$ cat src/hdl/hru_pkg.sv
`default_nettype none
package hru_pkg;

	// Operation codes on func
	localparam logic [1:0] FN_INSERT = 2'd0;
	localparam logic [1:0] FN_MERGE  = 2'd1;
	localparam logic [1:0] FN_READ   = 2'd2;
	localparam logic [1:0] FN_CLEAR  = 2'd3;

	// Configuration port
	localparam int CFG_IDX_W = 1;
	localparam int CFG_DW    = 4;
	localparam logic [CFG_IDX_W-1:0] REG_PRECISION = 1'b0;
	localparam logic [CFG_IDX_W-1:0] REG_MIXER     = 1'b1;
	localparam logic [3:0] PREC_RESET    = 4'd14;
	localparam int         MIN_PRECISION = 4;
	localparam logic [5:0] MAX_RANK      = 6'd61;

	// Mixer selection
	localparam logic [1:0] MIX_MURMUR = 2'd0;
	localparam logic [1:0] MIX_WANG   = 2'd1;
	localparam logic [1:0] MIX_RANHASH = 2'd2;
	localparam logic [1:0] MIX_NONE   = 2'd3;

	// Mixer micro-ops, one 64-bit step each (MUL runs as 32x32 partial products)
	typedef logic [2:0] op_t;
	localparam op_t OP_NOP  = 3'd0;
	localparam op_t OP_ADDC = 3'd1; // k + const
	localparam op_t OP_XSHR = 3'd2; // k ^ (k >> sa)
	localparam op_t OP_XSHL = 3'd3; // k ^ (k << sa)
	localparam op_t OP_MUL  = 3'd4; // k * const, mod 2^64
	localparam op_t OP_NADD = 3'd5; // ~k + (k << sa)
	localparam op_t OP_ADD3 = 3'd6; // k + (k << sa) + (k << sb)
	localparam op_t OP_ADDS = 3'd7; // k + (k << sa)

	// Constant slots
	localparam logic [2:0] C_ONE = 3'd0;
	localparam logic [2:0] C_M1  = 3'd1;
	localparam logic [2:0] C_M2  = 3'd2;
	localparam logic [2:0] C_R1  = 3'd3;
	localparam logic [2:0] C_R2  = 3'd4;
	localparam logic [2:0] C_R3  = 3'd5;

	typedef struct packed {
		op_t        op;
		logic [5:0] sa;
		logic [5:0] sb;
		logic [2:0] ci;
		logic       last;
	} instr_t;

	typedef struct packed {
		logic load;
		logic rank_s1;
		logic rank_s2;
		logic mem_rd;
		logic commit;
		logic clr_step;
		logic emit_clr;
	} cmd_t;

	typedef struct packed {
		logic hash_done;
		logic clr_last;
	} status_t;

	function automatic logic [63:0] mix_const(input logic [2:0] ci);
		logic [63:0] c;
		case (ci)
			C_ONE:   c = 64'd1;
			C_M1:    c = 64'hff51afd7ed558ccd;
			C_M2:    c = 64'hc4ceb9fe1a85ec53;
			C_R1:    c = 64'd3935559000370003845;
			C_R2:    c = 64'd2691343689449507681;
			C_R3:    c = 64'd4768777513237032717;
			default: c = 64'd0;
		endcase
		return c;
	endfunction

	function automatic instr_t mk(input op_t op, input logic [5:0] sa, input logic [5:0] sb,
			input logic [2:0] ci, input logic last);
		instr_t ins;
		ins.op   = op;
		ins.sa   = sa;
		ins.sb   = sb;
		ins.ci   = ci;
		ins.last = last;
		return ins;
	endfunction

	// Step programs for each mixer
	function automatic instr_t mix_prog(input logic [1:0] mixer, input logic [3:0] step);
		instr_t ins;
		ins = mk(OP_NOP, 6'd0, 6'd0, C_ONE, 1'b1);
		case ({mixer, step})
			{MIX_MURMUR, 4'd0}:  ins = mk(OP_ADDC, 6'd0,  6'd0, C_ONE, 1'b0);
			{MIX_MURMUR, 4'd1}:  ins = mk(OP_XSHR, 6'd33, 6'd0, C_ONE, 1'b0);
			{MIX_MURMUR, 4'd2}:  ins = mk(OP_MUL,  6'd0,  6'd0, C_M1,  1'b0);
			{MIX_MURMUR, 4'd3}:  ins = mk(OP_XSHR, 6'd33, 6'd0, C_ONE, 1'b0);
			{MIX_MURMUR, 4'd4}:  ins = mk(OP_MUL,  6'd0,  6'd0, C_M2,  1'b0);
			{MIX_MURMUR, 4'd5}:  ins = mk(OP_XSHR, 6'd33, 6'd0, C_ONE, 1'b1);
			{MIX_WANG, 4'd0}:    ins = mk(OP_NADD, 6'd21, 6'd0, C_ONE, 1'b0);
			{MIX_WANG, 4'd1}:    ins = mk(OP_XSHR, 6'd24, 6'd0, C_ONE, 1'b0);
			{MIX_WANG, 4'd2}:    ins = mk(OP_ADD3, 6'd3,  6'd8, C_ONE, 1'b0);
			{MIX_WANG, 4'd3}:    ins = mk(OP_XSHR, 6'd14, 6'd0, C_ONE, 1'b0);
			{MIX_WANG, 4'd4}:    ins = mk(OP_ADD3, 6'd2,  6'd4, C_ONE, 1'b0);
			{MIX_WANG, 4'd5}:    ins = mk(OP_XSHR, 6'd28, 6'd0, C_ONE, 1'b0);
			{MIX_WANG, 4'd6}:    ins = mk(OP_ADDS, 6'd31, 6'd0, C_ONE, 1'b1);
			{MIX_RANHASH, 4'd0}: ins = mk(OP_MUL,  6'd0,  6'd0, C_R1,  1'b0);
			{MIX_RANHASH, 4'd1}: ins = mk(OP_ADDC, 6'd0,  6'd0, C_R2,  1'b0);
			{MIX_RANHASH, 4'd2}: ins = mk(OP_XSHR, 6'd21, 6'd0, C_ONE, 1'b0);
			{MIX_RANHASH, 4'd3}: ins = mk(OP_XSHL, 6'd37, 6'd0, C_ONE, 1'b0);
			{MIX_RANHASH, 4'd4}: ins = mk(OP_XSHR, 6'd4,  6'd0, C_ONE, 1'b0);
			{MIX_RANHASH, 4'd5}: ins = mk(OP_MUL,  6'd0,  6'd0, C_R3,  1'b0);
			{MIX_RANHASH, 4'd6}: ins = mk(OP_XSHL, 6'd20, 6'd0, C_ONE, 1'b0);
			{MIX_RANHASH, 4'd7}: ins = mk(OP_XSHR, 6'd41, 6'd0, C_ONE, 1'b0);
			{MIX_RANHASH, 4'd8}: ins = mk(OP_XSHL, 6'd5,  6'd0, C_ONE, 1'b1);
			default: ;
		endcase
		return ins;
	endfunction

	// Leading zeros of one byte, 8 when zero
	function automatic logic [3:0] lzc8(input logic [7:0] b);
		logic [3:0] n;
		n = 4'd8;
		for (int i = 0; i < 8; i++) begin
			if (b[i]) begin
				n = 4'(7 - i);
			end
		end
		return n;
	endfunction

endpackage
`default_nettype wire

$ cat src/hdl/hru_ctrl.sv
`default_nettype none
module hru_ctrl import hru_pkg::*; (
	input  logic                 clk,
	input  logic                 arst_n,
	input  logic                 start,
	input  logic [1:0]           func,
	input  logic                 cfg_we,
	input  logic [CFG_IDX_W-1:0] cfg_index,
	input  status_t              status,
	output cmd_t                 cmd,
	output logic                 busy
);

	localparam logic [2:0] S_IDLE   = 3'd0;
	localparam logic [2:0] S_HASH   = 3'd1;
	localparam logic [2:0] S_RANK1  = 3'd2;
	localparam logic [2:0] S_RANK2  = 3'd3;
	localparam logic [2:0] S_READ   = 3'd4;
	localparam logic [2:0] S_COMMIT = 3'd5;
	localparam logic [2:0] S_CLEAR  = 3'd6;

	logic [2:0] state_q, state_d;
	logic       emit_q, emit_d, prec_wr;

	assign prec_wr = cfg_we && (cfg_index == REG_PRECISION);
	assign busy    = (state_q != S_IDLE) || prec_wr;

	always_comb begin
		cmd     = '0;
		state_d = state_q;
		emit_d  = emit_q;
		unique case (state_q)
			S_IDLE: begin
				if (prec_wr) begin
					state_d = S_CLEAR;
					emit_d  = 1'b0;
				end else if (start) begin
					cmd.load = 1'b1;
					unique case (func) inside
						FN_INSERT:         state_d = S_HASH;
						FN_MERGE, FN_READ: state_d = S_READ;
						FN_CLEAR: begin
							state_d = S_CLEAR;
							emit_d  = 1'b1;
						end
					endcase
				end
			end
			S_HASH: begin
				if (status.hash_done) begin
					state_d = S_RANK1;
				end
			end
			S_RANK1: begin
				cmd.rank_s1 = 1'b1;
				state_d     = S_RANK2;
			end
			S_RANK2: begin
				cmd.rank_s2 = 1'b1;
				state_d     = S_READ;
			end
			S_READ: begin
				cmd.mem_rd = 1'b1;
				state_d    = S_COMMIT;
			end
			S_COMMIT: begin
				cmd.commit = 1'b1;
				state_d    = S_IDLE;
			end
			S_CLEAR: begin
				cmd.clr_step = 1'b1;
				// a precision write restarts the sweep
				if (!prec_wr && status.clr_last) begin
					cmd.emit_clr = emit_q;
					emit_d       = 1'b0;
					state_d      = S_IDLE;
				end
			end
			default: state_d = S_IDLE;
		endcase
	end

	always_ff @(posedge clk or negedge arst_n) begin
		if (!arst_n) begin
			state_q <= S_CLEAR;
			emit_q  <= 1'b0;
		end else begin
			state_q <= state_d;
			emit_q  <= emit_d;
		end
	end

endmodule
`default_nettype wire

$ cat config.mk
export PLATFORM = sky130hd
export DESIGN_NAME = hru_ctrl
export DESIGN_NICKNAME = d
export VERILOG_FILES = /design/src/hdl/hru_pkg.sv /design/src/hdl/hru_ctrl.sv
export SDC_FILE = /design/constraint.sdc
export NUM_CORES = 1
export LEC_CHECK = 0
export BUFFER_PORTS_ARGS = -buffer_cell sky130_fd_sc_hd__buf_2
export CAP_MARGIN = 40
export CORE_AREA = 2 2 39 41
export DETAILED_ROUTE_END_ITERATION = 6
export DIE_AREA = 0 0 41 43
export PLACE_DENSITY = 0.61
export SETUP_SLACK_MARGIN = 0.2
export SYNTH_ARGS = -nofsm -noshare
export SYNTH_HDL_FRONTEND = slang
export SYNTH_SLANG_ARGS = --single-unit
$ cat constraint.sdc
create_clock -name clk -period 1.5 [get_ports clk]
set_clock_uncertainty 0.05 [all_clocks]
set_input_delay 0.3 -clock clk [delete_from_list [all_inputs] [get_ports clk]]
set_output_delay 0.3 -clock clk [all_outputs]
set_load 0.02 [all_outputs]
==> results.rst <==
.. list-table::
   :header-rows: 1

   * - Metric
     - Value
   * - Crit-path max cell delay
     - roughly 570 ps
   * - Synth Register Bits
     - 4
   * - Seq. cell area
     - 104 um2
   * - Maximum clock frequency
     - 0.599 GHz
   * - Mapped Nets
     - 50
   * - Fraction of layout instances using a drive strength above 1
     - between 60% and 70%
   * - CTS tree
     - yes
   * - Worst endpoint required time
     - around 1200 ps
   * - Cell class contributing the biggest share of worst-path delay
     - flip-flops
   * - Width of the chip
     - 41 um
   * - Aggregate global-route resource usage
     - 13.2%
   * - Internal power component
     - 0.000805 W
   * - Antenna violations before repair
     - 0
   * - Via-per-instance ratio
     - 5.16
   * - Routability congestion estimate from global placement
     - 0.706
   * - Switching power as a share of total power
     - a little over two fifths
   * - Synthesized instance count
     - 41
   * - Reported leakage power
     - roughly 0.3 nW
   * - Shortest period the worst path allows
     - between 1500 and 2000 ps
   * - Critical path class
     - reg -> out
   * - Unrepaired setup endpoints after global routing
     - true
   * - Pin count of the biggest net entering global routing
     - 8
   * - Sequential element share of the synthesized area
     - 30.3%
   * - Peak fanout along the critical path
     - 6
   * - Overflow after GRT
     - 0
   * - Worst min path class
     - in -> async
   * - Post-synthesis instance area
     - 339 um2
   * - Power share of the clock group
     - 9.2%
   * - Data arrival time of the critical path
     - about 1300 ps
   * - Max transition margin
     - 78.1%
   * - Post-Layout Inst Area
     - 664 um2
   * - Final hold violations
     - 0
   * - Clock root buffer
     - sky130_fd_sc_hd__clkbuf_4
   * - Yosys cell types
     - 25
   * - Final nets
     - 81
   * - Number of DRC markers after the initial detailed-route iteration
     - 21
   * - Sum of buffers and inverters on the critical path
     - 2
   * - Global-route wire length before repair
     - 1540 um
   * - Smallest hold slack
     - 352 ps
   * - Actual transition at the worst max-transition pin
     - between 300 and 400 ps
   * - Minimum setup slack in the final design
     - -171 ps
   * - Later-pin clock latency in the skew report
     - 230 ps
   * - Remaining routing DRC violations
     - 0
   * - Net switching power
     - 0.000582 W
   * - Worst-path cell chain
     - clkinvlp_4, and3_4, buf_6
   * - Total iterations of the first detailed-routing run
     - 4
   * - Starting density of the core
     - 24.5%
   * - Number of diodes added for antenna fixing
     - 0
   * - Max Root-Sink Buffers
     - 2
   * - Max cap viols
     - 0
   * - Vias in the first global route
     - 405
   * - Placement-stage cell area
     - 465 um2
   * - Num rows
     - 14
   * - Top Ports
     - 17
   * - CP max-delay cell
     - sky130_fd_sc_hd__dfstp_2
   * - Number of clock sinks
     - 4
   * - Comb power frac
     - 72.5%
   * - Total via count in the routed design
     - 444
   * - Count of nets left with antenna violations after detail routing
     - 0
   * - Relative contribution of sequential cells to total power
     - 18.3%
   * - Final number of setup-violating endpoints
     - 9
   * - Num CTS Buffers
     - 3
   * - Number of levels the H-tree was split into
     - 1
   * - Clock-pin slew on the worst setup and hold paths
     - 40 ps
   * - Type of element capturing the critical path
     - output port
   * - Syn Area/Cell
     - 8.27 um2
   * - Power density of the placed cells
     - 2090 mW/mm2
   * - Number of buffers inserted by port buffering
     - 16
   * - Wire length per cell after detailed routing
     - 12.9 um
   * - Peak supply drop
     - roughly 0.81 mV
   * - Violated checks
     - negative setup slack
   * - Post-detailed-routing wire length
     - 1110 um
   * - Area growth from synthesis to layout
     - 95.9%
   * - Height of the die
     - approximately 43 um
   * - Multi-input combinational cell area
     - ~270 um2
   * - Syn. warnings
     - 0
   * - Max-slew violations
     - 0
   * - Half-perimeter wire length of the detailed placement result
     - 637 um
   * - Type of element launching the critical path
     - flop
   * - Number of inserted filler cells in the final layout
     - 133
   * - Std-Cell Core Area
     - 0.00138 mm2
   * - Status
     - finished with violations
   * - Die Footprint
     - approximately 0.0018 mm2
   * - Post-route fraction of the period consumed by the critical path
     - 111%
worst register-to-register path, delay by kind of cell, from the launching register on:
family / cells / cell delay (ps)
buffers and inverters: 3 / 470
AOI/OAI and AO/OA: 3 / 360
DFF: 1 / 570
Yosys cell counts, drive strengths merged:
| master | count | area (um2) |
|---|---|---|
| o32a | 1 | 10.0 |
| nor3 | 3 | 15.0 |
| and3 | 3 | 26.3 |
| a32o | 1 | 10.0 |
| a32oi | 1 | 8.76 |
| o21ai | 4 | 20.0 |
| inv | 4 | 15.0 |
| and4 | 1 | 8.76 |
| nor2 | 4 | 17.5 |
| a21o | 1 | 8.76 |
| dfrtp | 2 | 50.1 |
| nand2 | 4 | 15.0 |
| nand2b | 1 | 6.26 |
| nand3 | 3 | 27.5 |
| a31oi | 1 | 6.26 |
| buf | 2 | 16.3 |
| a21oi | 2 | 10.0 |
| dfstp | 2 | 52.6 |
| o2bb2ai | 1 | 15.0 |
kinds of logic (layout without fill, tap and decap cells):
family / after synthesis / after routing / share of synthesized area [%]
and+or+nand+nor: 19 / 19 / 34.3
AOI/OAI and AO/OA: 12 / 12 / 26.2
DFF: 4 / 4 / 30.3
buffers and inverters: 6 / 35 / 9.22
path summary, 6_finish.rpt:
check | slack, ps | cells past startpoint | startpoint | to
max in group asynchronous | 850 | 2 | arst_n | state_q[1]
worst max register to register | -40 | 6 | state_q[2] | emit_q
worst min-delay path | 350 | 2 | arst_n | state_q[0]
worst min register to register | 510 | 2 | emit_q | emit_q
worst max-delay path | -170 | 3 | state_q[2] | cmd[4]
min in group clk | 370 | 3 | func[1] | emit_q
cell type report:
class,count,area share [%]
Inverter,4,2.82
Multi-Input combinational cell,31,39.9
Sequential cell,4,15.6
Tap cell,16,3.01
Clock buffer,3,3.39
Timing Repair Buffer,28,35.2
power groups by stage:
stage	registers, W	logic (W)	clock network [W]
after global placement	0.000250	0.000600	0
after detailed placement	0.000250	0.000598	0
after global routing	0.000258	0.00106	0.000144
after floorplan	0.000222	0.000466	0
final	0.000254	0.00101	0.000127
after CTS	0.000242	0.000820	0.000137
state kept, by name (all words and copies together), names as in the netlist:
register and flops:
state_q 3, emit_q 1
what timing repair did:
item,in CTS,in global routing
hold endpoints to repair,4,0
setup buffers,5,3
pin swaps,3,3
hold buffers,1,0
endpoints found under the setup margin,9,12
resized for setup,19,9
placed cells by master (no fill, tap or decap), types with 2 or more instances in the layout:
cell type,instances
sky130_fd_sc_hd__a21oi_1,2
sky130_fd_sc_hd__and3_4,3
sky130_fd_sc_hd__buf_2,8
sky130_fd_sc_hd__buf_4,8
sky130_fd_sc_hd__buf_6,11
sky130_fd_sc_hd__clkbuf_4,3
sky130_fd_sc_hd__dfstp_2,2
sky130_fd_sc_hd__inv_1,2
sky130_fd_sc_hd__nand2_1,4
sky130_fd_sc_hd__nand3_1,2
sky130_fd_sc_hd__nor2_4,3
sky130_fd_sc_hd__nor3_2,2
sky130_fd_sc_hd__o21ai_0,2
sky130_fd_sc_hd__o21ai_1,2
per-stage QoR:
step | TNS (ps) | std cells | utilization, % | setup slack [ps] | total power, W
finish | -1020 | 86 | 48.0 | -171 | 0.00139
floorplan | 0 | 41 | - | 71.9 | 0.000688
global placement | 0 | 74 | 33.6 | 30.2 | 0.000850
detailed placement | 0 | 74 | 33.6 | 34.5 | 0.000848
CTS | -964 | 83 | 43.1 | -166 | 0.00120
global route | -1390 | 86 | 48.0 | -211 | 0.00147
routing by layer:
layer	vias up	global-route usage [%]	share of wire, %
met5	-	0	0
met4	0	10.0	0.72
met3	2	3.66	7.4
met2	23	20.9	56
met1	210	13.7	36
li1	209	-	-
No activity file was read; power rests on OpenSTA's default activity.
